[src/hdl/mst_pkg.sv]
// Shared types and constants for the matrix-shaper color transform.
package mst_pkg;

  localparam int NUM_CH      = 3;
  localparam int GAMMA_DEPTH = 256;
  localparam int GAMMA_AW    = $clog2(GAMMA_DEPTH);
  localparam int OTAB_DEPTH  = 8192;
  localparam int OTAB_AW     = $clog2(OTAB_DEPTH);
  localparam int FRAC_BITS   = 28;
  localparam int IDX_LSB     = FRAC_BITS - OTAB_AW;
  localparam int PROD_W      = 33;
  localparam int SUM_W       = 35;
  localparam int COEF_NUM    = 9;
  localparam int COEF_AW     = $clog2(COEF_NUM);
  localparam int MQ_DEPTH    = 4;
  localparam int MQ_AW       = $clog2(MQ_DEPTH);
  localparam int OQ_DEPTH    = 8;
  localparam int OQ_AW       = $clog2(OQ_DEPTH);

  localparam logic [1:0] OP_PIXEL = 2'd0;
  localparam logic [1:0] OP_GAMMA = 2'd1;
  localparam logic [1:0] OP_OTAB  = 2'd2;
  localparam logic [1:0] OP_COEF  = 2'd3;

  localparam logic CFG_SWAP  = 1'b0;
  localparam logic CFG_ALPHA = 1'b1;

  typedef enum logic [1:0] {
    KIND_PIXEL,
    KIND_GAMMA,
    KIND_OTAB,
    KIND_COEF
  } kind_t;

  typedef struct packed {
    logic [1:0]         operation;
    logic [7:0]         byte0;
    logic [7:0]         byte1;
    logic [7:0]         byte2;
    logic [7:0]         byte3;
    logic               frame_end;
    logic [1:0]         channel;
    logic [12:0]        entry_index;
    logic [15:0]        gamma_value;
    logic [7:0]         output_byte;
    logic signed [15:0] coefficient;
  } in_item_t;

  typedef struct packed {
    logic [7:0] out0;
    logic [7:0] out1;
    logic [7:0] out2;
    logic [7:0] out3;
    logic       frame_end_out;
  } out_item_t;

  // Classified request as it travels from front to back.
  typedef struct packed {
    kind_t       kind;
    logic [1:0]  ch;
    logic [12:0] addr;
    logic [15:0] data;
    logic [7:0]  red;
    logic [7:0]  green;
    logic [7:0]  blue;
    logic [7:0]  alpha;
    logic        frame_end;
    logic        swap;
  } work_t;

  typedef struct packed {
    logic reserve;
    logic push;
  } back_ctl_t;

endpackage

[src/hdl/mst_front.sv]
// Front end: configuration registers, request classification and input register.
module mst_front (
  input  logic              clk,
  input  logic              rst,
  input  logic              push,
  output logic              full,
  input  mst_pkg::in_item_t request,
  input  logic              cfg_write,
  input  logic              cfg_index,
  input  logic              cfg_data,
  input  logic              mq_full,
  output logic              mq_push,
  output mst_pkg::work_t    mq_item
);

  logic           swap_red_blue;
  logic           alpha_present;
  logic           front_valid;
  mst_pkg::work_t front_item;
  mst_pkg::work_t item_next;
  logic           keep;
  logic           ready;
  logic           accept;

  always_comb begin
    item_next           = front_item;
    item_next.ch        = request.channel;
    item_next.addr      = request.entry_index;
    item_next.red       = swap_red_blue ? request.byte2 : request.byte0;
    item_next.green     = request.byte1;
    item_next.blue      = swap_red_blue ? request.byte0 : request.byte2;
    item_next.alpha     = alpha_present ? request.byte3 : 8'd0;
    item_next.frame_end = request.frame_end;
    item_next.swap      = swap_red_blue;
    case (request.operation)
      mst_pkg::OP_PIXEL: begin
        item_next.kind = mst_pkg::KIND_PIXEL;
        item_next.data = request.gamma_value;
        keep           = 1'b1;
      end
      mst_pkg::OP_GAMMA: begin
        item_next.kind = mst_pkg::KIND_GAMMA;
        item_next.data = request.gamma_value;
        keep           = (32'(request.channel) < mst_pkg::NUM_CH) &&
                         (32'(request.entry_index) < mst_pkg::GAMMA_DEPTH);
      end
      mst_pkg::OP_OTAB: begin
        item_next.kind = mst_pkg::KIND_OTAB;
        item_next.data = {8'd0, request.output_byte};
        keep           = (32'(request.channel) < mst_pkg::NUM_CH) &&
                         (32'(request.entry_index) < mst_pkg::OTAB_DEPTH);
      end
      mst_pkg::OP_COEF: begin
        item_next.kind = mst_pkg::KIND_COEF;
        item_next.data = request.coefficient;
        keep           = 32'(request.entry_index) < mst_pkg::COEF_NUM;
      end
      default: begin
        item_next.kind = mst_pkg::KIND_PIXEL;
        item_next.data = request.gamma_value;
        keep           = 1'b0;
      end
    endcase
  end

  assign ready   = !front_valid || !mq_full;
  assign full    = !ready;
  assign accept  = push && ready;
  assign mq_push = front_valid && !mq_full;
  assign mq_item = front_item;

  always_ff @(posedge clk) begin
    if (rst) begin
      front_valid   <= 1'b0;
      swap_red_blue <= 1'b0;
      alpha_present <= 1'b1;
    end else begin
      if (cfg_write) begin
        case (cfg_index)
          mst_pkg::CFG_SWAP:  swap_red_blue <= cfg_data;
          mst_pkg::CFG_ALPHA: alpha_present <= cfg_data;
          default: ;
        endcase
      end
      // drop writes that address nothing
      if (ready) begin
        front_valid <= accept && keep;
      end
    end
  end

  always_ff @(posedge clk) begin
    if (accept) begin
      front_item <= item_next;
    end
  end

endmodule

[config.mk]
export PLATFORM = sky130hd
export DESIGN_NAME = mst_front
export DESIGN_NICKNAME = d
export VERILOG_FILES = /design/src/hdl/mst_pkg.sv /design/src/hdl/mst_front.sv
export SDC_FILE = /design/constraint.sdc
export NUM_CORES = 1
export LEC_CHECK = 0
export ABC_AREA = 1
export BUFFER_PORTS_ARGS = -buffer_cell sky130_fd_sc_hd__buf_2
export CORE_MARGIN = 3
export CORE_UTILIZATION = 43
export CTS_CLUSTER_DIAMETER = 40
export DETAILED_ROUTE_END_ITERATION = 16
export GPL_TIMING_DRIVEN = 1
export PLACE_DENSITY = 0.8
export SYNTH_ARGS = -nofsm -noshare
export SYNTH_HDL_FRONTEND = slang
export SYNTH_SLANG_ARGS = --single-unit
[constraint.sdc]
create_clock -name clk -period 4.8 [get_ports clk]
set_input_delay 0.96 -clock clk [delete_from_list [all_inputs] [get_ports clk]]
set_output_delay 0.96 -clock clk [all_outputs]
set_load 0.02 [all_outputs]
==> results.yml <==
synthesis:
  netlist_area_mm2: 0.002739
  ys_warn_count: 0
  ys_seq_area_share_pct: 75.65
  ys_ff_latch: 70
  avgSynthCellArea_um2: 12.45
  synth_cells: 220
  ys_types: 18
  synth_nets: 317
routing:
  vias: 2227
  vias_per_cell: 4.759
  drc_errors: 0
  wl_per_cell_um: 13.96
  dr.pass1.iters: 4
  wirelength_um: 6533
  ant_nets: 0
  drtIter0Drc: 81
power:
  seq_power_share_pct: 50.2
  power.switching_w: 0.0003350
  p_int_w: 0.001128
  p_sw_share_pct: 22.90
  pwr_density_cell_mw_per_mm2: 379.1
  ir_drop_mv: 0.1728
  power.leakage_nw: 1.861
  power_w: 0.001463
  power.clock.fraction_pct: 36.9
  comb_power_share_pct: 12.8
setup_path:
  critPathBufInv: 3
  crit_slowest_cell: "buf_2"
  path_delay_family: "buffers and inverters"
  crit_path_end_kind: "primary output"
  worst-path-max-fanout: 2
  cp_common_cell: "buf_2"
  critical_path.startpoint_type: "input port"
  cp_cell_sequence: "buf_2 > nand2_1 > inv_1 > buf_2"
  required_ps: 3840
  setup.worst_path.class: "input port to primary output"
  arrival_ps: 1440
  slowest_delay_ps: 190
die:
  core_area_mm2: 0.006061
  pin_count: 166
  start_util_pct: 45.19
  die-area_mm2: 0.007363
  chipHeight_um: 85.81
  num_rows: 28
  die_w_um: 85.81
timing:
  rsz0062_at_grt: "false"
  fin_tns_setup_ps: 0
  min_period_ps: 2404
  fin_worst_skew_ps: 3.021
  slew_headroom_pct: 33.51
  worst_pin_slew_ps: 995.9
  hold_violations: 0
  finalSetupViolCount: 0
  slew_violations: 0
  fin_crit_sh_pct: 50.09
  fmax_mhz: 415.9
global_route:
  overflow: 0
  busiest_layer: "met2"
  antenna_found_initial: 0
  grt_pass1_wl_um: 10100
  first_global_vias: 2223
  met3_usage_pct: 5.956
  grt_usage_pct: 18.27
  grt_max_degree: 35
  grt_use_met2_pct: 31.00
  grtUsageMet1_pct: 19.97
finish:
  num_antenna_cells: 0
  fin_nets: 486
  syn2layout_area_growth_pct: 40.89
  drive_above_1_share_pct: 47.07
cts:
  cts_tree: "done"
  cts_root_buf: "clkbuf_8"
  htree_levels: 3
  cts_resized: 0
  cts_sinks: 70
  postCtsSetupBuffers: 0
  cts_buffer_depth: 2
  path_clk_slew_ps: 70
  numCtsBuffers: 9
  holdBufCountCts: 0
  clk_latency_ps: 330
run:
  drv_cap: 0
outcome:
  status: "finished, final reports clean"
place:
  port_buffers: 165
  hpwl_um: 5095
  place_congestion: 0.7404
hold_path:
  hp-class: "flop to flop"
-- flip-flops by register name, summed over array words and instances, names as in the netlist --
name and cells:
swap_red_blue 1, alpha_present 1, front_valid 1, mq_item 67
-- path summary, 6_finish.rpt --
check	startpoint	end	cells past startpoint	slack [ps]
setup reg to reg	front_valid$_SDFFE_PP0N_	mq_item[60]$_DFFE_PP_	4	3080
hold reg to reg	front_valid$_SDFFE_PP0N_	front_valid$_SDFFE_PP0N_	2	510
hold / removal	front_valid$_SDFFE_PP0N_	front_valid$_SDFFE_PP0N_	2	510
setup / recovery	mq_full	full	4	2400
-- Yosys cell counts (all sizes together) --
cell    instances  area share, %
buf             5            1.1
nand3          12            2.2
clkbuf          4           0.59
nor2           15            2.1
edfxtp         67             73
o21ai          10            1.8
a22o            8            2.6
inv            31            4.2
a21oi          11            2.1
dfxtp           3            2.2
nand2          54            7.5
-- cell type report --
class / count / area [um2]
fillers: 475 / 2202
flip-flops and latches: 70 / 2072
multi-input cells: 110 / 510.5
inverters: 31 / 116.4
well taps: 75 / 93.84
repair buffers: 167 / 840.8
clock inverters: 6 / 101.3
clock buffers: 9 / 123.9
-- per-layer routing --
layer	vias up	wire length (um)
met5	-	0
met4	0	179
met3	15	710
met2	130	3193
met1	1001	2449
li1	1081	-
-- power groups by stage --
stage	Sequential (W)	Clock [W]	Combinational, W
global route	0.000739	0.000576	0.000206
global placement	0.000745	0	0.000184
finish	0.000735	0.000540	0.000188
floorplan	0.000798	0	0.0000499
detailed placement	0.000748	0	0.000190
CTS	0.000735	0.000548	0.000190
-- logic make-up after synthesis --
logic type             count (synthesis)  synth area share, %
AND/OR/NAND/NOR                       81                11.83
AO/OA/AOI/OAI                         29                6.533
flip-flops                            70                75.65
buffers and inverters                 40                5.984
-- cells in the final DEF (no fill, tap or decap) --
cell type / n
a21oi_1: 10
a21oi_2: 1
a22o_1: 8
buf_2: 165
buf_4: 2
bufinv_16: 3
clkbuf_8: 9
clkinv_1: 3
dfxtp_1: 3
edfxtp_1: 67
inv_1: 29
inv_2: 2
nand2_1: 53
nand2_2: 1
nand3_1: 12
nor2_1: 13
nor2_2: 1
nor2_4: 1
o21ai_0: 9
o21ai_1: 1
-- worst register-to-register path, stage by stage, from the launching register on --
cell and delay (ps):
dfxtp_1 320, nand2_1 90, inv_1 100, nor2_4 460
buf_4 430
-- through the flow --
stage	util, %	cell area [um2]	worst slack (ps)	hold slack (ps)	instances
after floorplan	-	2739	320.4	407.4	220
after global placement	59.95	3633	2365	487.3	453
after detailed placement	59.95	3633	2297	488.2	453
after CTS	63.67	3859	2402	501.6	468
after global routing	63.67	3859	2374	517.2	468
final	63.67	3859	2396	506.4	468
Note: power is estimated with default switching activity, not from simulation.
