**config.mk**
```make
export PLATFORM = sky130hd
export DESIGN_NAME = mst_queue
export DESIGN_NICKNAME = d
export VERILOG_FILES = /design/src/hdl/mst_pkg.sv /design/src/hdl/mst_queue.sv
export SDC_FILE = /design/constraint.sdc
export NUM_CORES = 1
export LEC_CHECK = 0
export ABC_AREA = 1
export BUFFER_PORTS_ARGS = -buffer_cell sky130_fd_sc_hd__buf_4
export CORE_ASPECT_RATIO = 0.9
export CORE_MARGIN = 10
export CORE_UTILIZATION = 40
export DETAILED_ROUTE_END_ITERATION = 8
export PLACE_DENSITY = 0.69
export SLEW_MARGIN = 20
export SYNTH_ARGS = -nofsm -noshare
export SYNTH_HDL_FRONTEND = slang
export SYNTH_SLANG_ARGS = --single-unit
```
**constraint.sdc**
```tcl
create_clock -name clk -period 4.45 [get_ports clk]
set_input_delay 1.1125 -clock clk [delete_from_list [all_inputs] [get_ports clk]]
set_output_delay 1.1125 -clock clk [all_outputs]
set_load 0.02 [all_outputs]
```
**src/hdl/mst_pkg.sv**
```systemverilog
// Shared types and constants for the matrix-shaper color transform.
package mst_pkg;

  localparam int NUM_CH      = 3;
  localparam int GAMMA_DEPTH = 256;
  localparam int GAMMA_AW    = $clog2(GAMMA_DEPTH);
  localparam int OTAB_DEPTH  = 8192;
  localparam int OTAB_AW     = $clog2(OTAB_DEPTH);
  localparam int FRAC_BITS   = 28;
  localparam int IDX_LSB     = FRAC_BITS - OTAB_AW;
  localparam int PROD_W      = 33;
  localparam int SUM_W       = 35;
  localparam int COEF_NUM    = 9;
  localparam int COEF_AW     = $clog2(COEF_NUM);
  localparam int MQ_DEPTH    = 4;
  localparam int MQ_AW       = $clog2(MQ_DEPTH);
  localparam int OQ_DEPTH    = 8;
  localparam int OQ_AW       = $clog2(OQ_DEPTH);

  localparam logic [1:0] OP_PIXEL = 2'd0;
  localparam logic [1:0] OP_GAMMA = 2'd1;
  localparam logic [1:0] OP_OTAB  = 2'd2;
  localparam logic [1:0] OP_COEF  = 2'd3;

  localparam logic CFG_SWAP  = 1'b0;
  localparam logic CFG_ALPHA = 1'b1;

  typedef enum logic [1:0] {
    KIND_PIXEL,
    KIND_GAMMA,
    KIND_OTAB,
    KIND_COEF
  } kind_t;

  typedef struct packed {
    logic [1:0]         operation;
    logic [7:0]         byte0;
    logic [7:0]         byte1;
    logic [7:0]         byte2;
    logic [7:0]         byte3;
    logic               frame_end;
    logic [1:0]         channel;
    logic [12:0]        entry_index;
    logic [15:0]        gamma_value;
    logic [7:0]         output_byte;
    logic signed [15:0] coefficient;
  } in_item_t;

  typedef struct packed {
    logic [7:0] out0;
    logic [7:0] out1;
    logic [7:0] out2;
    logic [7:0] out3;
    logic       frame_end_out;
  } out_item_t;

  // Classified request as it travels from front to back.
  typedef struct packed {
    kind_t       kind;
    logic [1:0]  ch;
    logic [12:0] addr;
    logic [15:0] data;
    logic [7:0]  red;
    logic [7:0]  green;
    logic [7:0]  blue;
    logic [7:0]  alpha;
    logic        frame_end;
    logic        swap;
  } work_t;

  typedef struct packed {
    logic reserve;
    logic push;
  } back_ctl_t;

endpackage

```
**src/hdl/mst_queue.sv**
```systemverilog
// Short request queue between front and back.
module mst_queue (
  input  logic           clk,
  input  logic           rst,
  input  logic           push,
  input  mst_pkg::work_t item_in,
  output logic           full,
  input  logic           pop,
  output mst_pkg::work_t item_out,
  output logic           empty
);

  mst_pkg::work_t                 mem [mst_pkg::MQ_DEPTH];
  logic [mst_pkg::MQ_AW-1:0]      wp;
  logic [mst_pkg::MQ_AW-1:0]      rp;
  logic [mst_pkg::MQ_AW:0]        count;
  logic                           do_push;
  logic                           do_pop;

  assign full     = count == (mst_pkg::MQ_AW + 1)'(mst_pkg::MQ_DEPTH);
  assign empty    = count == '0;
  assign do_push  = push && !full;
  assign do_pop   = pop && !empty;
  assign item_out = mem[rp];

  always_ff @(posedge clk) begin
    if (rst) begin
      wp    <= '0;
      rp    <= '0;
      count <= '0;
    end else begin
      if (do_push) begin
        wp <= wp + 1'b1;
      end
      if (do_pop) begin
        rp <= rp + 1'b1;
      end
      count <= count + (mst_pkg::MQ_AW + 1)'(do_push) - (mst_pkg::MQ_AW + 1)'(do_pop);
    end
  end

  always_ff @(posedge clk) begin
    if (do_push) begin
      mem[wp] <= item_in;
    end
  end

endmodule

```
==> key figures, run 1 <==
Global route
  – Initial antenna violation count: 0
  – First-pass GRT wire length: 35300 µm
  – Pin count of the biggest net entering global routing: 135
  – GRT overflow: 0
  – Total GRT Usage: 13.2%
  – Number of global-route vias before repair: 6377

Place
  – Cell Area, Placed: 11700 µm²
  – Pre-CTS WS: 1490 ps
  – Gpl congestion: 0.759
  – Post-DP HPWL: 12900 µm
  – Dpl cells: 1164
  – Port Buf Inserts: 139

STA
  – Final setup vio count: 0
  – Final WS setup: 981 ps
  – Max-Slew Margin vs Limit: 31.0%
  – Setup Skew: 6.80 ps
  – Max-slew violations: 0
  – Slew @ Worst Pin: 1040 ps
  – Final worst-path cycle share: 77.9%
  – RSZ-0062 raised after global routing: no
  – Crit path time final: 3470 ps
  – Fmax: 0.288 GHz
  – Final Hold Violating Endpoints: 0

Logic synthesis
  – Sequential area share after synthesis: 78.9%
  – Cell variety after synth: 20
  – Syn_nets: 795
  – Main combinational cell family by area after synthesis: compound AO/OA/AOI/OAI gates
  – Multiplexer share of the synthesized area: 0%
  – Synth Instances: 717
  – Ys Warns: 0
  – Area contributors post-synth: edfxtp_1, o21ai_0, nor2_1
  – Top-area cell type share of the netlist area: 77.2%
  – Post-Syn Area: 10400 µm²
  – Dominant cell type by area after synthesis: edfxtp_1
  – FF+latch count, synth: 277
  – Compound-Gate Fraction of Synth Area: 10.7%
  – Avg Cell Area, Syn: 14.5 µm²
  – Post-Synth Simple-Gate Area: 5.95%
  – Synth Area in XOR/XNOR: 0%
  – Synth Area in Adders: 0.912%

Route
  – Antenna-violating nets left: 0
  – DR iter-0 viols: 466
  – Wire length per cell: 18.8 µm
  – Drt pass-1 iters: 5
  – Vias: 6240
  – Routed WL: 22900 µm
  – Vias per std cell: 5.13
  – Post-route DRC: 0

CTS
  – Hold Buf Count CTS: 0
  – Clock-pin slew on the worst setup and hold paths: 60 ps
  – H-tree depth: 1
  – Root Driver: clkbuf_16
  – PostCTS Resize Cnt: 0
  – Clk buf depth: 3
  – CTS tree: built
  – CTS buffer count: 28
  – Worst skew pair latency: 530 ps
  – Clock tree sinks: 277
  – Post-CTS Setup Repair Bufs: 0

Setup path
  – CP startpoint kind: flip-flop
  – FF-to-FF path depth: 5
  – Crit Path Max Fanout: 36
  – Data arrival, critical path: 2360 ps
  – CP Capture Type: primary output
  – R2r endpoint: mem[2][42]
  – R2r setup slk: 2190 ps
  – R2R Path Start: count[1]
  – CP most frequent cell: buf_4
  – Setup crit end: item_out[17]
  – Worst EP required: 3340 ps
  – CP max stage delay: 440 ps
  – Slowest cell on crit path: buf_4
  – CP Class: flip-flop to primary output
  – Critical path cell sequence: inv_2 > buf_4 > o21ai_0 > o22ai_1 > buf_4

Min path
  – Hold depth: 2
  – HP Class: flip-flop to flip-flop

Power
  – Power Density: 605 nW/µm²
  – Worst vdd ir: 0.384 mV
  – Leakage power: 4.48 nW

Cells and area
  – Post-route insts no fill: 1216
  – Area Overhead vs Synth: 22.4%
  – Fill cells: 2137
  – Fin nets: 930
  – Final Instance Area: 12800 µm²
  – Total area of sequential cells: 8230 µm²
  – Multi-input gate area: 1860 µm²
  – ANT cells: 0
  – Share of cells above drive strength 1: 23.3%

Floorplanning
  – Site Rows: 55
  – Initial core utilization: 41.0%
  – Die H: 173 µm
  – Die area: 32900 µm²
  – Die Wd: 190 µm
  – IO Count: 140
  – Core area: 25400 µm²

Run
  – Max Cap Viol: 0

Run status
  – Outcome: completed
[synthesized netlist by cell type]
master / count
dfxtp_1: 9
buf_2: 14
clkbuf_4: 3
clkbuf_1: 8
a21oi_1: 5
inv_1: 18
nand2_1: 12
o21ai_0: 131
fa_1: 1
buf_6: 10
edfxtp_1: 268
nand3_1: 4
clkbuf_2: 7
inv_6: 1
buf_8: 1
nor2_1: 148
o22ai_1: 67
o21ai_1: 3
ha_1: 6
inv_2: 1
[cells by family (layout without fill, tap and decap cells)]
logic type | after synthesis | count (layout)
simple gates | 164 | 164
buf+inv | 63 | 220
compound gates | 206 | 206
flops | 277 | 277
fa+ha+maj | 7 | 7
[flip-flops by register name, indices dropped and copies added (netlist names), named ones only]
signal / count
rp: 2
count: 3
wp: 2
mem: 268
[through the flow]
stage	hold slack [ps]	TNS, ps	util (%)	total power, mW
after global placement	466	0	46.2	5.27
final	503	0	50.2	7.72
after floorplan	448	-19640	-	4.51
after detailed placement	484	0	46.2	5.30
after CTS	500	0	50.2	7.81
after global routing	535	0	50.2	8.09
[placed cells by master (no fill, tap or decap), types with 3 or more instances in the layout]
cell type   count
o21ai_1         3
o21ai_0       131
a21oi_1         5
dfxtp_1         7
ha_1            6
bufinv_16       5
edfxtp_1      268
o22ai_1        67
clkinv_4        4
clkbuf_16      29
nand2_1        12
nor2_1        144
nand3_1         4
clkbuf_8        3
clkbuf_1        4
nor2_4          4
buf_4         146
inv_1          18
clkinvlp_4      4
[layout make-up]
class / instances / share of cell area, %
Timing Repair Buffer: 148 / 8.91
Multi-Input combinational cell: 377 / 14.6
Clock inverter: 16 / 1.83
Clock buffer: 36 / 6.13
Sequential cell: 277 / 64.6
Tap cell: 342 / 3.36
Inverter: 20 / 0.628
[per-layer routing]
metal / global-route usage, % / vias up / wire length (µm)
met4: 2.98 / 0 / 390
met5: 0 / - / 0
met2: 21.0 / 195 / 10600
met1: 17.2 / 3065 / 9950
li1: - / 2947 / -
met3: 4.34 / 33 / 1940
[report_power, final]
| group | internal (mW) | total [mW] | leakage (nW) | switching [mW] |
|---|---|---|---|---|
| logic | 0.658 | 1.96 | 1.47 | 1.30 |
| registers | 3.18 | 3.24 | 2.53 | 0.0672 |
| clock network | 1.54 | 2.51 | 0.484 | 0.973 |
| total | 5.38 | 7.72 | 4.48 | 2.34 |
[worst min path at each step]
| stage | startpoint | end | slack, ps |
|---|---|---|---|
| after global placement | rp[0] | rp[0] | 470 |
| final | rp[0] | flip-flop | 500 |
| after CTS | rp[0] | flip-flop | 500 |
| after detailed placement | rp[0] | flip-flop | 480 |
| after floorplan | rp[0] | flip-flop | 450 |
| after global routing | rp[0] | rp[0] | 530 |
[worst max-delay path: cells and delay by family (launching register included)]
kind,cells,cell delay [ps]
DFF,1,320
buffers and inverters,3,1060
AOI/OAI and AO/OA,2,380
Power figures use the tool's default switching activity.
==> run 2, diff against run 1 <==
==> constraint.sdc (replaced) <==
create_clock -name clk -period 3.1 [get_ports clk]
set_input_delay 0.775 -clock clk [delete_from_list [all_inputs] [get_ports clk]]
set_output_delay 0.775 -clock clk [all_outputs]
set_load 0.02 [all_outputs]
==> run 2 against run 1 <==
Register-to-register slack got worse by 1200 ps. Critical endpoint is now item_out[48]. Critical path type unchanged. Power rose by 40%. Via count fell by 0.27%. Critical path depth down 1. Sequential share of layout area is 0.095 points higher. Utilization decreased by 0.074 points. Global-route usage is 0.085 points higher. Clock skew rose by 0.66 ps. Die area stayed put.
==> key figures, run 2 (synthesis gave the netlist of run 1 again) <==
Setup path
  – R2R Path Start: count[1] (unchanged)
  – Worst EP required: 2320 ps (was 3340 ps)
  – CP Class: flip-flop to primary output (unchanged)
  – Data arrival, critical path: 2110 ps (was 2360 ps)
  – CP max stage delay: 380 ps (was 440 ps)
  – CP Capture Type: primary output (unchanged)
  – Critical path cell sequence: buf_12 > o21ai_0 > o22ai_1 > buf_4 (was inv_2 > buf_4 > o21ai_0 > o22ai_1 > buf_4)
  – Crit Path Max Fanout: 134 (was 36)
  – CP startpoint kind: flip-flop (unchanged)
  – Slowest cell on crit path: dfxtp_4 (was buf_4)

Cells and area
  – Post-route insts no fill: 1218 (was 1216)
  – Final core utilization: 50.2% (about the same)
  – Final Instance Area: 12700 µm² (was 12800 µm²)
  – Commonest non-fill, non-tap cell in the layout: edfxtp_1 (unchanged)
  – ANT cells: 0 (unchanged)
  – Area Overhead vs Synth: 22.2% (was 22.4%)
  – Max FFs per register: 268 (unchanged)
  – Share of cells above drive strength 1: 22.7% (was 23.3%)
  – Biggest register: mem (unchanged)
  – Most frequent cells in the layout: edfxtp_1, buf_4, nor2_1 (unchanged)
  – Fin nets: 935 (was 930)
  – Largest regs: mem x268, count x3 (unchanged)

Power
  – Flop pwr share: 43.2% (was 42.0%)
  – Power Density: 849 nW/µm² (was 605 nW/µm²)
  – Worst vdd ir: 0.545 mV (was 0.384 mV)
  – Overall Power: 10.8 mW (was 7.72 mW)
  – Int Power: 7.50 mW (was 5.38 mW)
  – Clock network fraction of total power: 30.4% (was 32.6%)
  – Leakage power: 4.47 nW (was 4.48 nW)
  – Comb power frac: 26.5% (was 25.4%)
  – Fraction of power spent switching nets: 30.6% (was 30.4%)
  – P_sw: 3.30 mW (was 2.34 mW)

Min path
  – Worst hold start: rst (was rp[0])
  – HP Class: primary input to flip-flop (was flip-flop to flip-flop)

CTS
  – PostCTS Resize Cnt: 0 (unchanged)
  – CTS buffer count: 29 (was 28)
  – Clk buf depth: 3 (unchanged)
  – H-tree depth: 1 (unchanged)
  – Post-CTS Setup Repair Bufs: 0 (unchanged)
  – Worst skew pair latency: 530 ps (about the same)
  – Clock tree sinks: 277 (unchanged)
  – Root Driver: clkbuf_16 (unchanged)
  – Clock-pin slew on the worst setup and hold paths: 60 ps (about the same)
  – CTS tree: built (unchanged)
  – Hold Buf Count CTS: 0 (unchanged)

Global route
  – Number of global-route vias before repair: 6424 (was 6377)
  – First-pass GRT wire length: 35500 µm (was 35300 µm)
  – Total GRT Usage: 13.3% (was 13.2%)
  – Initial antenna violation count: 0 (unchanged)
  – GRT overflow: 0 (unchanged)
  – Pin count of the biggest net entering global routing: 135 (unchanged)

Route
  – Wire length per cell: 18.7 µm (was 18.8 µm)
  – Drt pass-1 iters: 5 (unchanged)
  – Vias: 6223 (was 6240)
  – Routed WL: 22800 µm (was 22900 µm)
  – Vias per std cell: 5.11 (was 5.13)
  – Antenna-violating nets left: 0 (unchanged)
  – DR iter-0 viols: 487 (was 466)
  – Post-route DRC: 0 (unchanged)

Run status
  – Outcome: completed (unchanged)

Floorplanning
  – Die H: 173 µm (unchanged)
  – Site Rows: 55 (unchanged)
  – IO Count: 140 (unchanged)
  – Die Wd: 190 µm (unchanged)
  – Core area: 25400 µm² (unchanged)
  – Die area: 32900 µm² (unchanged)
  – Initial core utilization: 41.0% (unchanged)

STA
  – Final setup vio count: 0 (unchanged)
  – Fmax: 0.347 GHz
  – Max-slew violations: 0 (unchanged)
  – RSZ-0062 raised after global routing: no (unchanged)
  – Setup Skew: 7.46 ps (was 6.80 ps)
  – Crit path time final: 2880 ps
  – Final Hold Violating Endpoints: 0 (unchanged)
  – Final worst-path cycle share: 93.0%
  – Slew @ Worst Pin: 631 ps (was 1040 ps)
  – Max-Slew Margin vs Limit: 57.9% (was 31.0%)

Run
  – Max Cap Viol: 0 (unchanged)

Place
  – Cell Area, Placed: 11800 µm² (was 11700 µm²)
  – Gpl congestion: 0.752 (was 0.759)
  – Dpl cells: 1168 (was 1164)
  – Post-DP HPWL: 13100 µm (was 12900 µm)
  – Port Buf Inserts: 139 (unchanged)
## run 2: changes by cell type in the layout (fill, tap and decap cells not counted), sizes merged
cell | before | now
clkinv | 6 | 12
buf | 148 | 152
clkbuf | 36 | 33
bufinv | 5 | 3
clkinvlp | 4 | 2
inv | 21 | 20
## run 2: per-layer routing
metal  vias to the layer above  part of all wire (%)  track usage [%]
met2                       175                    47             21.9
met3                        35                   6.4             3.18
met5                         -                     0                0
met1                      3055                    45             17.4
li1                       2958                     -                -
met4                         0                   1.8             3.34
## run 2: metrics by stage
step | setup WS, ps | setup TNS (ps) | hold slack, ps
finish | 216 | 0 | 423
global route | 96.1 | 0 | 407
CTS | 207 | 0 | 398
detailed placement | 689 | 0 | 477
global placement | 716 | 0 | 465
floorplan | -1090 | -290990 | 448
## run 2: power groups by stage
stage               combinational [mW]  sequential, mW  clock, mW
finish                            2.86            4.66       3.28
global route                      3.15            4.70       3.51
CTS                               2.93            4.66       3.37
detailed placement                2.92            4.74          0
global placement                  2.90            4.73          0
floorplan                         1.73            4.75          0
## run 2: worst max-delay path: cells and delay by family, from the launching register on
| kind | cells | cell delay (ps) |
|---|---|---|
| buffers and inverters | 2 | 580 |
| AO/OA/AOI/OAI | 2 | 470 |
| flip-flops | 1 | 380 |
## run 2: area by class of cell
cell class                      instances  area, µm²
Fill cell                            2120      12700
Sequential cell                       277       8230
Multi-Input combinational cell        377       1860
Timing Repair Buffer                  152       1230
Clock buffer                           33        741
Tap cell                              342        428
Clock inverter                         17        164
Inverter                               20       80.1
## run 2: worst paths after layout
check / end / slack (ps) / cells after the start
hold / removal: count[1] / 420 / 2
setup reg to reg: count[2] / 950 / 10
hold reg to reg: flip-flop / 480 / 2
setup / recovery: item_out[48] / 220 / 4
