`config.mk`:
```
export PLATFORM = sky130hd
export DESIGN_NAME = mst_outq
export DESIGN_NICKNAME = d
export VERILOG_FILES = /design/src/hdl/mst_pkg.sv /design/src/hdl/mst_outq.sv
export SDC_FILE = /design/constraint.sdc
export NUM_CORES = 1
export LEC_CHECK = 0
export BUFFER_PORTS_ARGS = -buffer_cell sky130_fd_sc_hd__buf_2
export CELL_PAD_IN_SITES_DETAIL_PLACEMENT = 1
export CELL_PAD_IN_SITES_GLOBAL_PLACEMENT = 1
export CORE_MARGIN = 5
export CORE_UTILIZATION = 55
export CTS_CLUSTER_SIZE = 28
export DETAILED_ROUTE_END_ITERATION = 6
export PLACE_DENSITY = 0.92
export SETUP_SLACK_MARGIN = 0.05
export SLEW_MARGIN = 0
export SYNTH_ARGS = -nofsm -noshare
export SYNTH_HDL_FRONTEND = slang
export SYNTH_SLANG_ARGS = --single-unit
```
`constraint.sdc`:
```
create_clock -name clk -period 6.4 [get_ports clk]
set_clock_uncertainty 0.1 [all_clocks]
set_input_delay 1.28 -clock clk [delete_from_list [all_inputs] [get_ports clk]]
set_output_delay 1.28 -clock clk [all_outputs]
set_load 0.005 [all_outputs]
```
`src/hdl/mst_pkg.sv`:
```
// Shared types and constants for the matrix-shaper color transform.
package mst_pkg;

  localparam int NUM_CH      = 3;
  localparam int GAMMA_DEPTH = 256;
  localparam int GAMMA_AW    = $clog2(GAMMA_DEPTH);
  localparam int OTAB_DEPTH  = 8192;
  localparam int OTAB_AW     = $clog2(OTAB_DEPTH);
  localparam int FRAC_BITS   = 28;
  localparam int IDX_LSB     = FRAC_BITS - OTAB_AW;
  localparam int PROD_W      = 33;
  localparam int SUM_W       = 35;
  localparam int COEF_NUM    = 9;
  localparam int COEF_AW     = $clog2(COEF_NUM);
  localparam int MQ_DEPTH    = 4;
  localparam int MQ_AW       = $clog2(MQ_DEPTH);
  localparam int OQ_DEPTH    = 8;
  localparam int OQ_AW       = $clog2(OQ_DEPTH);

  localparam logic [1:0] OP_PIXEL = 2'd0;
  localparam logic [1:0] OP_GAMMA = 2'd1;
  localparam logic [1:0] OP_OTAB  = 2'd2;
  localparam logic [1:0] OP_COEF  = 2'd3;

  localparam logic CFG_SWAP  = 1'b0;
  localparam logic CFG_ALPHA = 1'b1;

  typedef enum logic [1:0] {
    KIND_PIXEL,
    KIND_GAMMA,
    KIND_OTAB,
    KIND_COEF
  } kind_t;

  typedef struct packed {
    logic [1:0]         operation;
    logic [7:0]         byte0;
    logic [7:0]         byte1;
    logic [7:0]         byte2;
    logic [7:0]         byte3;
    logic               frame_end;
    logic [1:0]         channel;
    logic [12:0]        entry_index;
    logic [15:0]        gamma_value;
    logic [7:0]         output_byte;
    logic signed [15:0] coefficient;
  } in_item_t;

  typedef struct packed {
    logic [7:0] out0;
    logic [7:0] out1;
    logic [7:0] out2;
    logic [7:0] out3;
    logic       frame_end_out;
  } out_item_t;

  // Classified request as it travels from front to back.
  typedef struct packed {
    kind_t       kind;
    logic [1:0]  ch;
    logic [12:0] addr;
    logic [15:0] data;
    logic [7:0]  red;
    logic [7:0]  green;
    logic [7:0]  blue;
    logic [7:0]  alpha;
    logic        frame_end;
    logic        swap;
  } work_t;

  typedef struct packed {
    logic reserve;
    logic push;
  } back_ctl_t;

endpackage

```
`src/hdl/mst_outq.sv`:
```
// Result queue with slot reservation for pixels in flight.
module mst_outq (
  input  logic                clk,
  input  logic                rst,
  input  mst_pkg::back_ctl_t  ctl,
  input  mst_pkg::out_item_t  res_in,
  output logic                room,
  output logic                empty,
  input  logic                pop,
  output mst_pkg::out_item_t  result
);

  mst_pkg::out_item_t        mem [mst_pkg::OQ_DEPTH];
  logic [mst_pkg::OQ_AW-1:0] wp;
  logic [mst_pkg::OQ_AW-1:0] rp;
  logic [mst_pkg::OQ_AW:0]   count;
  logic [mst_pkg::OQ_AW:0]   reserved;
  logic                      do_pop;

  assign empty  = count == '0;
  assign do_pop = pop && !empty;
  assign room   = reserved != (mst_pkg::OQ_AW + 1)'(mst_pkg::OQ_DEPTH);
  assign result = mem[rp];

  always_ff @(posedge clk) begin
    if (rst) begin
      wp       <= '0;
      rp       <= '0;
      count    <= '0;
      reserved <= '0;
    end else begin
      if (ctl.push) begin
        wp <= wp + 1'b1;
      end
      if (do_pop) begin
        rp <= rp + 1'b1;
      end
      count    <= count + (mst_pkg::OQ_AW + 1)'(ctl.push) - (mst_pkg::OQ_AW + 1)'(do_pop);
      reserved <= reserved + (mst_pkg::OQ_AW + 1)'(ctl.reserve) -
                  (mst_pkg::OQ_AW + 1)'(do_pop);
    end
  end

  always_ff @(posedge clk) begin
    if (ctl.push) begin
      mem[wp] <= res_in;
    end
  end

endmodule

```
==> run summary, run 1 <==
The flow ran to the end, and the final reports show no timing, DRC or antenna violations. Counting cells, the worst reg-to-reg path comes to 3. IR analysis of the VDD net gives a maximum drop of 0.000219 V. The number of rows in the core area was 51; the initial cell density of the core was 0.557. The die covers 22,600 um2.

The max-cap violation count is 0. The tools report the capture point of the worst path as result[11]. The logs give 0.382 for the global-route track usage on met2 and 0.168 for the worst slew slack as a fraction of its limit.

The number of buffers inserted to repair setup after CTS came out at 0. Setup violations remaining at the end of the flow were counted as 0. The number of antenna violations at the first check in global routing came out at 3. The cell with the biggest individual delay on the critical path was sky130_fd_sc_hd__dfxtp_4. The number of clock sinks seen by CTS came out at 281. The shortest period the worst path allows was 4440 ps; the actual slew at the worst max-slew pin was 1240 ps.

The largest net degree at the start of global routing is 67. Summed over all instances, the cell type with the most area after synthesis is sky130_fd_sc_hd__edfxtp_1. TritonCTS built the clock tree. Yosys mapped the design onto 26 distinct sky130hd cell types. In this run the remaining antenna-violating nets after routing total 0. After detailed routing, the number of remaining DRC violations is 0.

For the worst-skew pair, the clock arrives at the later sink with an insertion delay of 530 ps. The count of routing violations after the opening detailed-route iteration is 307. The quantity of I/O buffers inserted on ports was 72; the number of primary I/O pins was 73. Number of max-slew violations in the final report: 0. Before antenna repair, the detailed router went through 4 iterations. The worst setup path is launched from a flip-flop.

The share of the cycle needed by the critical path after routing is 0.693. For the overall global routing resource usage, the log shows 0.212. Data arrives at the worst endpoint at 3060 ps.

Synthesis produced 481 cells. The critical path goes through buf_4 -> mux4_2 -> mux2_2 -> buf_2. Total congestion overflow: 0. Setup repair after global routing left no endpoint under its margin. The global routing stage identified its most utilized layer as met2.

The mapped netlist covers 10,800 um2. Synthesis produced a netlist with a net count of 531. Including well taps, the total number of placed cells is 807.

In the post-synthesis netlist, the biggest area contributors are sky130_fd_sc_hd__edfxtp_1 73%, sky130_fd_sc_hd__mux4_2 14%, sky130_fd_sc_hd__mux2_2 3.7%, sky130_fd_sc_hd__dfxtp_1 3.1%, sky130_fd_sc_hd__ha_1 1.2%. The die span in x is 150 um, and the share of cells above drive strength 1 is 0.406. The register clock-pin slew on the reported worst setup and hold paths works out to 60 ps.

The tools report the fraction of met3 tracks used by global routing as 0.0328. The post-synthesis sequential element count works out to 281. Setup total negative slack on the finished layout was measured at 0 ps.

The mean cell area of the mapped netlist works out to 22.5 um2. The area share of the largest cell type after synthesis is 0.733, and the number of vias per cell after detailed routing is 5.90. The fraction of the yosys area taken by sequential cells is 0.765, and the number of hold-slack violations in the final timing report is 0. In this run the standard cell core region covers 19,400 um2. The die is 150 um tall. STA puts the critical path data required time at 5020 ps.

The setup slack after placement came out at 2420 ps. The worst hold path class was flip-flop to flip-flop. The average wire length per cell after detail routing works out to 26.6 um. The startpoint identified for the worst register-to-register timing path is wp[2]. The worst reg2reg path endpoint is mem[4][2]. The leakage power came out at 0.00402 uW.

In this run the most critical hold path is launched from rp[1]. Post-cts repair resize count: 0. After routing the design area is 12,400 um2.

In this run, post-CTS hold repair placed 0 buffers. Counting the buffers created by CTS gives 28. For this design the ratio of total power to cell area is 351 nW/um2. Routability-driven placement finished with a final weighted congestion of 0.704. The warning count from the yosys run is 0, and the final wirelength is 22.9 mm. For this run, the slowest stage of the critical path takes 1000 ps. From synthesis to final layout, the design area changed by 14.6%. The logs give 622 for the final layout net count and 1 for the H-tree level count. The finished layout holds 860 standard cells, fillers aside.

The type of element capturing the critical path is a primary output. The worst register-to-register path has a setup slack of 3810 ps. The number of global-route vias before repair is 5,665, and the largest buffer count on any clock path is 3. Based on the critical path, the design can be clocked at up to 225 MHz. By startpoint and endpoint, the worst setup path is classified as flip-flop to primary output. The post-route worst setup slack is 1960 ps. The wire length of the first global-routing pass was 34.9 mm; the maximum net fanout on the critical path was 51. The tree is rooted in a sky130_fd_sc_hd__clkbuf_16. The total number of vias was 5,076.

Area after detailed placement: 11,500 um2. The global-route met1 utilization came out at 0.271. The run gives 13.6 mm as the detailed-placement wirelength estimate.
==> per-stage QoR <==
| step | hold slack (ps) | power, uW | utilization |
|---|---|---|---|
| 4_1_cts | 416 | 4390 | 0.639 |
| 3_5_place_dp | 405 | 2850 | 0.594 |
| 2_1_floorplan | 376 | 2620 | - |
| 5_1_grt | 459 | 4550 | 0.639 |
| 3_3_place_gp | 375 | 2800 | 0.594 |
| 6_report | 416 | 4350 | 0.639 |
==> power breakdown <==
| group | switching, uW | internal (uW) |
|---|---|---|
| Combinational | 263 | 352 |
| Sequential | 109 | 2080 |
| Clock | 655 | 885 |
==> layout by cell type (no fill, tap or decap), types with 2 or more instances in the layout <==
cell / synthesis / final
sky130_fd_sc_hd__dfxtp_4: 0 / 2
sky130_fd_sc_hd__buf_2: 6 / 72
sky130_fd_sc_hd__nor2_1: 17 / 11
sky130_fd_sc_hd__buf_4: 0 / 10
sky130_fd_sc_hd__clkbuf_1: 8 / 5
sky130_fd_sc_hd__clkinv_1: 0 / 2
sky130_fd_sc_hd__xnor2_1: 3 / 3
sky130_fd_sc_hd__dfxtp_1: 17 / 14
sky130_fd_sc_hd__xor2_1: 2 / 2
sky130_fd_sc_hd__ha_1: 10 / 10
sky130_fd_sc_hd__inv_1: 6 / 6
sky130_fd_sc_hd__mux4_2: 66 / 66
sky130_fd_sc_hd__nand2b_1: 9 / 9
sky130_fd_sc_hd__nor2_4: 0 / 6
sky130_fd_sc_hd__mux2i_1: 4 / 4
sky130_fd_sc_hd__mux2_2: 36 / 36
sky130_fd_sc_hd__diode_2: 0 / 2
sky130_fd_sc_hd__clkinv_2: 0 / 12
sky130_fd_sc_hd__nor2b_1: 6 / 6
sky130_fd_sc_hd__edfxtp_1: 264 / 264
sky130_fd_sc_hd__nor3_2: 0 / 2
sky130_fd_sc_hd__bufinv_16: 0 / 2
sky130_fd_sc_hd__fa_1: 2 / 2
sky130_fd_sc_hd__nand2_1: 5 / 5
sky130_fd_sc_hd__a21oi_1: 5 / 5
sky130_fd_sc_hd__clkbuf_16: 0 / 28
==> flip-flops by register name (all words and copies together) (netlist names), named ones only <==
name	flops
reserved	4
mem	264
count	4
rp	3
wp	3
==> cell families after synthesis <==
group / count (synthesis) / synth area share
multiplexers: 106 / 0.179
flip-flops: 281 / 0.765
buffers and inverters: 27 / 0.0135
AND/OR/NAND/NOR: 42 / 0.0194
adder cells (fa/ha/maj): 12 / 0.0153
AO/OA/AOI/OAI: 8 / 0.00428
XOR/XNOR: 5 / 0.00405
==> worst min path at each step <==
stage	cells past startpoint	to
finish	2	flip-flop
global route	2	rp[1]
CTS	2	flip-flop
detailed placement	2	flip-flop
global placement	2	flip-flop
floorplan	2	flip-flop
==> synthesized netlist by cell type, drive strengths merged <==
| cell type | instances |
|---|---|
| xor2 | 2 |
| ha | 10 |
| fa | 2 |
| a31o | 1 |
| inv | 6 |
| nand3 | 1 |
| nor3 | 2 |
| a21oi | 5 |
| buf | 13 |
| a21o | 1 |
| edfxtp | 264 |
| nor3b | 1 |
| or3 | 1 |
| xnor2 | 3 |
| mux2i | 4 |
| nand2 | 5 |
| clkbuf | 8 |
| dfxtp | 17 |
| nor2b | 6 |
| mux4 | 66 |
| nand2b | 9 |
| mux2 | 36 |
| nor2 | 17 |
| o21ai | 1 |
==> final cells by class <==
class                           count  area (um2)
Inverter                            6        22.5
Antenna cell                        2        5.00
Multi-Input combinational cell    173        2450
Fill cell                        1626        7000
Clock buffer                       33         719
Sequential cell                   281        8280
Timing Repair Buffer               82         435
Tap cell                          265         332
Clock inverter                     18         151
==> metal layers <==
layer	wire, um	part of all wire	vias up
met5	27	0.0012	-
met4	393	0.017	4
met3	1120	0.049	36
met2	12600	0.55	180
met1	8790	0.38	2691
li1	-	-	2165
==> worst max-delay path, delay by kind of cell (launching register included) <==
family / cells / cell delay [ps]
flops: 1 / 1000
mux: 2 / 880
buf+inv: 2 / 590
(Power assumes the default switching activity.)
==> inputs of run 2 (changes only) <==
CORE_UTILIZATION = 48   (was 55)
PLACE_DENSITY = 0.86   (was 0.92)
clock period = 3.7 ns   (was 6.4 ns; I/O delays follow)
==> run 2 against run 1 <==
Effect of this change: non-clock buffer count increased by 4; register-to-register slack got worse by 2600 ps; power increased by 74%; sequential share of layout area decreased by 1.0 points; first-iteration DRC count decreased by 4.6%; setup slack got worse by 1600 ps; largest power group unchanged; hold slack got worse by 40 ps; clock power increased by 75%; sequential power increased by 70%; cell count increased by 2.6%; utilization decreased by 7.8 points.
==> run summary, run 2 (same netlist as run 1, synthesis figures left out) <==
Placeable core region: 22,400 um2 (+16%). The overall global routing resource usage was 0.174 (-0.0377). The quantity of I/O buffers inserted on ports came out at 72 (unchanged). The run gives 832 ps (-1590 ps) as the setup slack after placement. The min-delay analysis places its worst path in the category input port to flip-flop.

The actual slew at the worst max-slew pin is 674 ps (-568 ps). The wire length of the first global-routing pass is 34.1 mm (-2.3%). The largest net degree at the start of global routing came out at 37 (-45%).

The reg-to-reg critical path startpoint is count[2]. The post-route worst setup slack was 324 ps (-1640 ps). The count of routing violations after the opening detailed-route iteration was 293 (-4.6%); the largest buffer count on any clock path was 3 (unchanged). The register clock-pin slew on the reported worst setup and hold paths was 60 ps (about the same); the detailed-route DRC error count was 0 (unchanged). In this design, the largest share of critical-path delay is due to multiplexers. The layout overhead on the synthesized area was 16.4%; the worst reg-to-reg setup slack was 1190 ps (-2620 ps). Die span in x: 160 um (+6.6%).

Total congestion overflow: 0 (unchanged). The worst path buffer plus inverter count came out at 2 (unchanged). For the initial cell density of the core, the log shows 0.482 (-0.0754). The largest register by flop count was mem. The CTS buffer count came out at 29 (+3.6%). For the final wirelength, the log shows 22.1 mm (-3.4%). The detailed-placement wirelength estimate was 13.5 mm (-0.80%); the sum of negative setup slack was 0 ps (unchanged).

Shortest period the worst path allows: 3380 ps. The number of global-route vias before repair is 5,739 (+1.3%), and the number of vias per cell after detailed routing is 5.61 (-5.0%). For the post-cts repair resize count, the log shows 0 (unchanged).

The number of flip-flops under the largest register name was 264 (unchanged). Number of instances in the placed design: 831 (+3.0%). For the worst ir drop on vdd, the log shows 0.000348 V (+59%). The capture point of the worst path was result[0]. TritonCTS built the clock tree. Clock tree synthesis selected as its root buffer the cell sky130_fd_sc_hd__clkbuf_16. The share of cells above drive strength 1 was 0.399 (-0.00775); the number of clock sinks seen by CTS was 281 (unchanged). The clock insertion delay at the later pin of the skew report was 530 ps (about the same); the final number of setup-violating endpoints was 0 (unchanged). For this design, the slowest cell found on the critical path is sky130_fd_sc_hd__dfxtp_4. The number of rows in the core area was 55 (+7.8%). The average wire length per cell after detail routing was 25.1 um (-5.8%); the worst hold margin was 376 ps (-40.0 ps).

The maximum net fanout on the critical path works out to 25 (-51%). The global placement routability congestion is 0.685 (-2.8%), and the area enclosed by the die boundary is 25,600 um2 (+14%). The peak per-stage delay on the critical path was 690 ps (-310 ps). The logs give 1,931 (+19%) for the final-layout fill cell count and 627 (+0.80%) for the final layout net count. Setup repair after global routing left no endpoint under its margin.

The type of element capturing the critical path is a primary output. For the maximum achievable frequency, the log shows 296 MHz. Start-to-end type of the worst setup path: flip-flop to primary output. The worst reg2reg path depth works out to 9 (+6).

The leakage power was 0.00405 uW (+0.79%). The number of max-slew violations in the final report is 0 (unchanged), and the number of buffers inserted to repair setup after CTS is 0 (unchanged). The number of search-and-repair iterations in the first detailed-routing pass is 4 (unchanged).

In the layout the commonest cells are 264 x sky130_fd_sc_hd__edfxtp_1, 72 x sky130_fd_sc_hd__buf_2, 66 x sky130_fd_sc_hd__mux4_2. The share of the cycle needed by the critical path after routing was 0.912. The flow ran to the end, and the final reports show no timing, DRC or antenna violations.

The largest registers in the layout are mem: 264 flops, count: 4 flops, reserved: 4 flops. The worst reg2reg path endpoint is reserved[3]. The total power density per cell area works out to 602 nW/um2 (+72%). The commonest non-fill, non-tap cell in the layout is sky130_fd_sc_hd__edfxtp_1. The worst setup path is launched from a flip-flop. The critical path goes through buf_4 -> mux4_2 -> mux2_2 -> buf_2. For the worst slew slack as a fraction of its limit, the log shows 0.551 (+0.383). The count of inserted antenna diode cells was 0 (-2); the critical path required time was 2860 ps (-2160 ps). The logic depth of the worst path, buffers included was 4 (unchanged). The number of primary I/O pins is 73 (unchanged), and the number of hold-repair buffers added at the cts stage is 0 (unchanged). The tools report the number of hold-slack violations in the final timing report as 0 (unchanged). Number of antenna violations at the first check in global routing: 1 (-2). The H-tree level count is 1 (unchanged).

The logs give 2540 ps (-520 ps) for the arrival time of data at the critical path endpoint and 0 (unchanged) for the number of nets with antenna violations after routing. The total number of vias is 4,944 (-2.6%), and the max-cap violation count is 0 (unchanged). The number of standard cells in the layout, taps in and fillers out came out at 882 (+2.6%). The height of the die works out to 160 um (+6.6%).
run 2: cell types whose count changed in the layout (fill, tap and decap cells not counted), sizes merged:
cell	delta
inv	+2
buf	+4
clkinv	-5
clkinvlp	+1
diode	-2
clkbuf	+2
run 2: worst min-delay path by stage:
stage	from	end	slack (ps)	depth (start not counted)
3_5_place_dp	rp[1]	flip-flop	390	2
4_1_cts	res_in[26]	mem[6][26]	350	1
5_1_grt	res_in[1]	mem[6][1]	360	1
2_1_floorplan	rp[1]	flip-flop	380	2
6_report	res_in[26]	mem[4][26]	380	1
3_3_place_gp	rp[2]	flip-flop	380	2
run 2: power by group:
| part | internal, uW | switching (uW) |
|---|---|---|
| registers | 3600 | 129 |
| logic | 637 | 513 |
| clock network | 1570 | 1120 |
| total | 5810 | 1770 |
run 2: per-stage QoR:
stage          total power, uW  cell area (um2)  utilization
2_1_floorplan             4530            10800            -
6_report                  7580            12600        0.561
5_1_grt                   7950            12600        0.561
4_1_cts                   7680            12600        0.561
3_3_place_gp              4890            11700        0.521
3_5_place_dp              4980            11700        0.521
run 2: cell type report:
cell class                      instances  area, um2  share of cell area
Sequential cell                       281       8280               0.658
Timing Repair Buffer                   86        578              0.0459
Clock buffer                           35        748              0.0595
Multi-Input combinational cell        173       2460               0.196
Inverter                                6       22.5             0.00179
Clock inverter                         16        135              0.0107
Tap cell                              285        357              0.0283
run 2: worst register-to-register path: stages (launching register included):
cell                       delay, ps
sky130_fd_sc_hd__dfxtp_1         310
sky130_fd_sc_hd__inv_1            60
sky130_fd_sc_hd__ha_1            190
sky130_fd_sc_hd__nor3b_2         190
sky130_fd_sc_hd__nor2b_1         430
sky130_fd_sc_hd__nand2b_1        140
sky130_fd_sc_hd__ha_1            310
sky130_fd_sc_hd__a21o_1          170
sky130_fd_sc_hd__a21oi_1         160
sky130_fd_sc_hd__mux2_2          340
run 2: layer usage:
metal  global-route usage  up-vias  routed length (um)
met4               0.0332        2                 259
met1                0.218     2629                8860
li1                     -     2172                   -
met3               0.0341       22                1040
met2                0.317      119               11900
met5                    0        -                  13
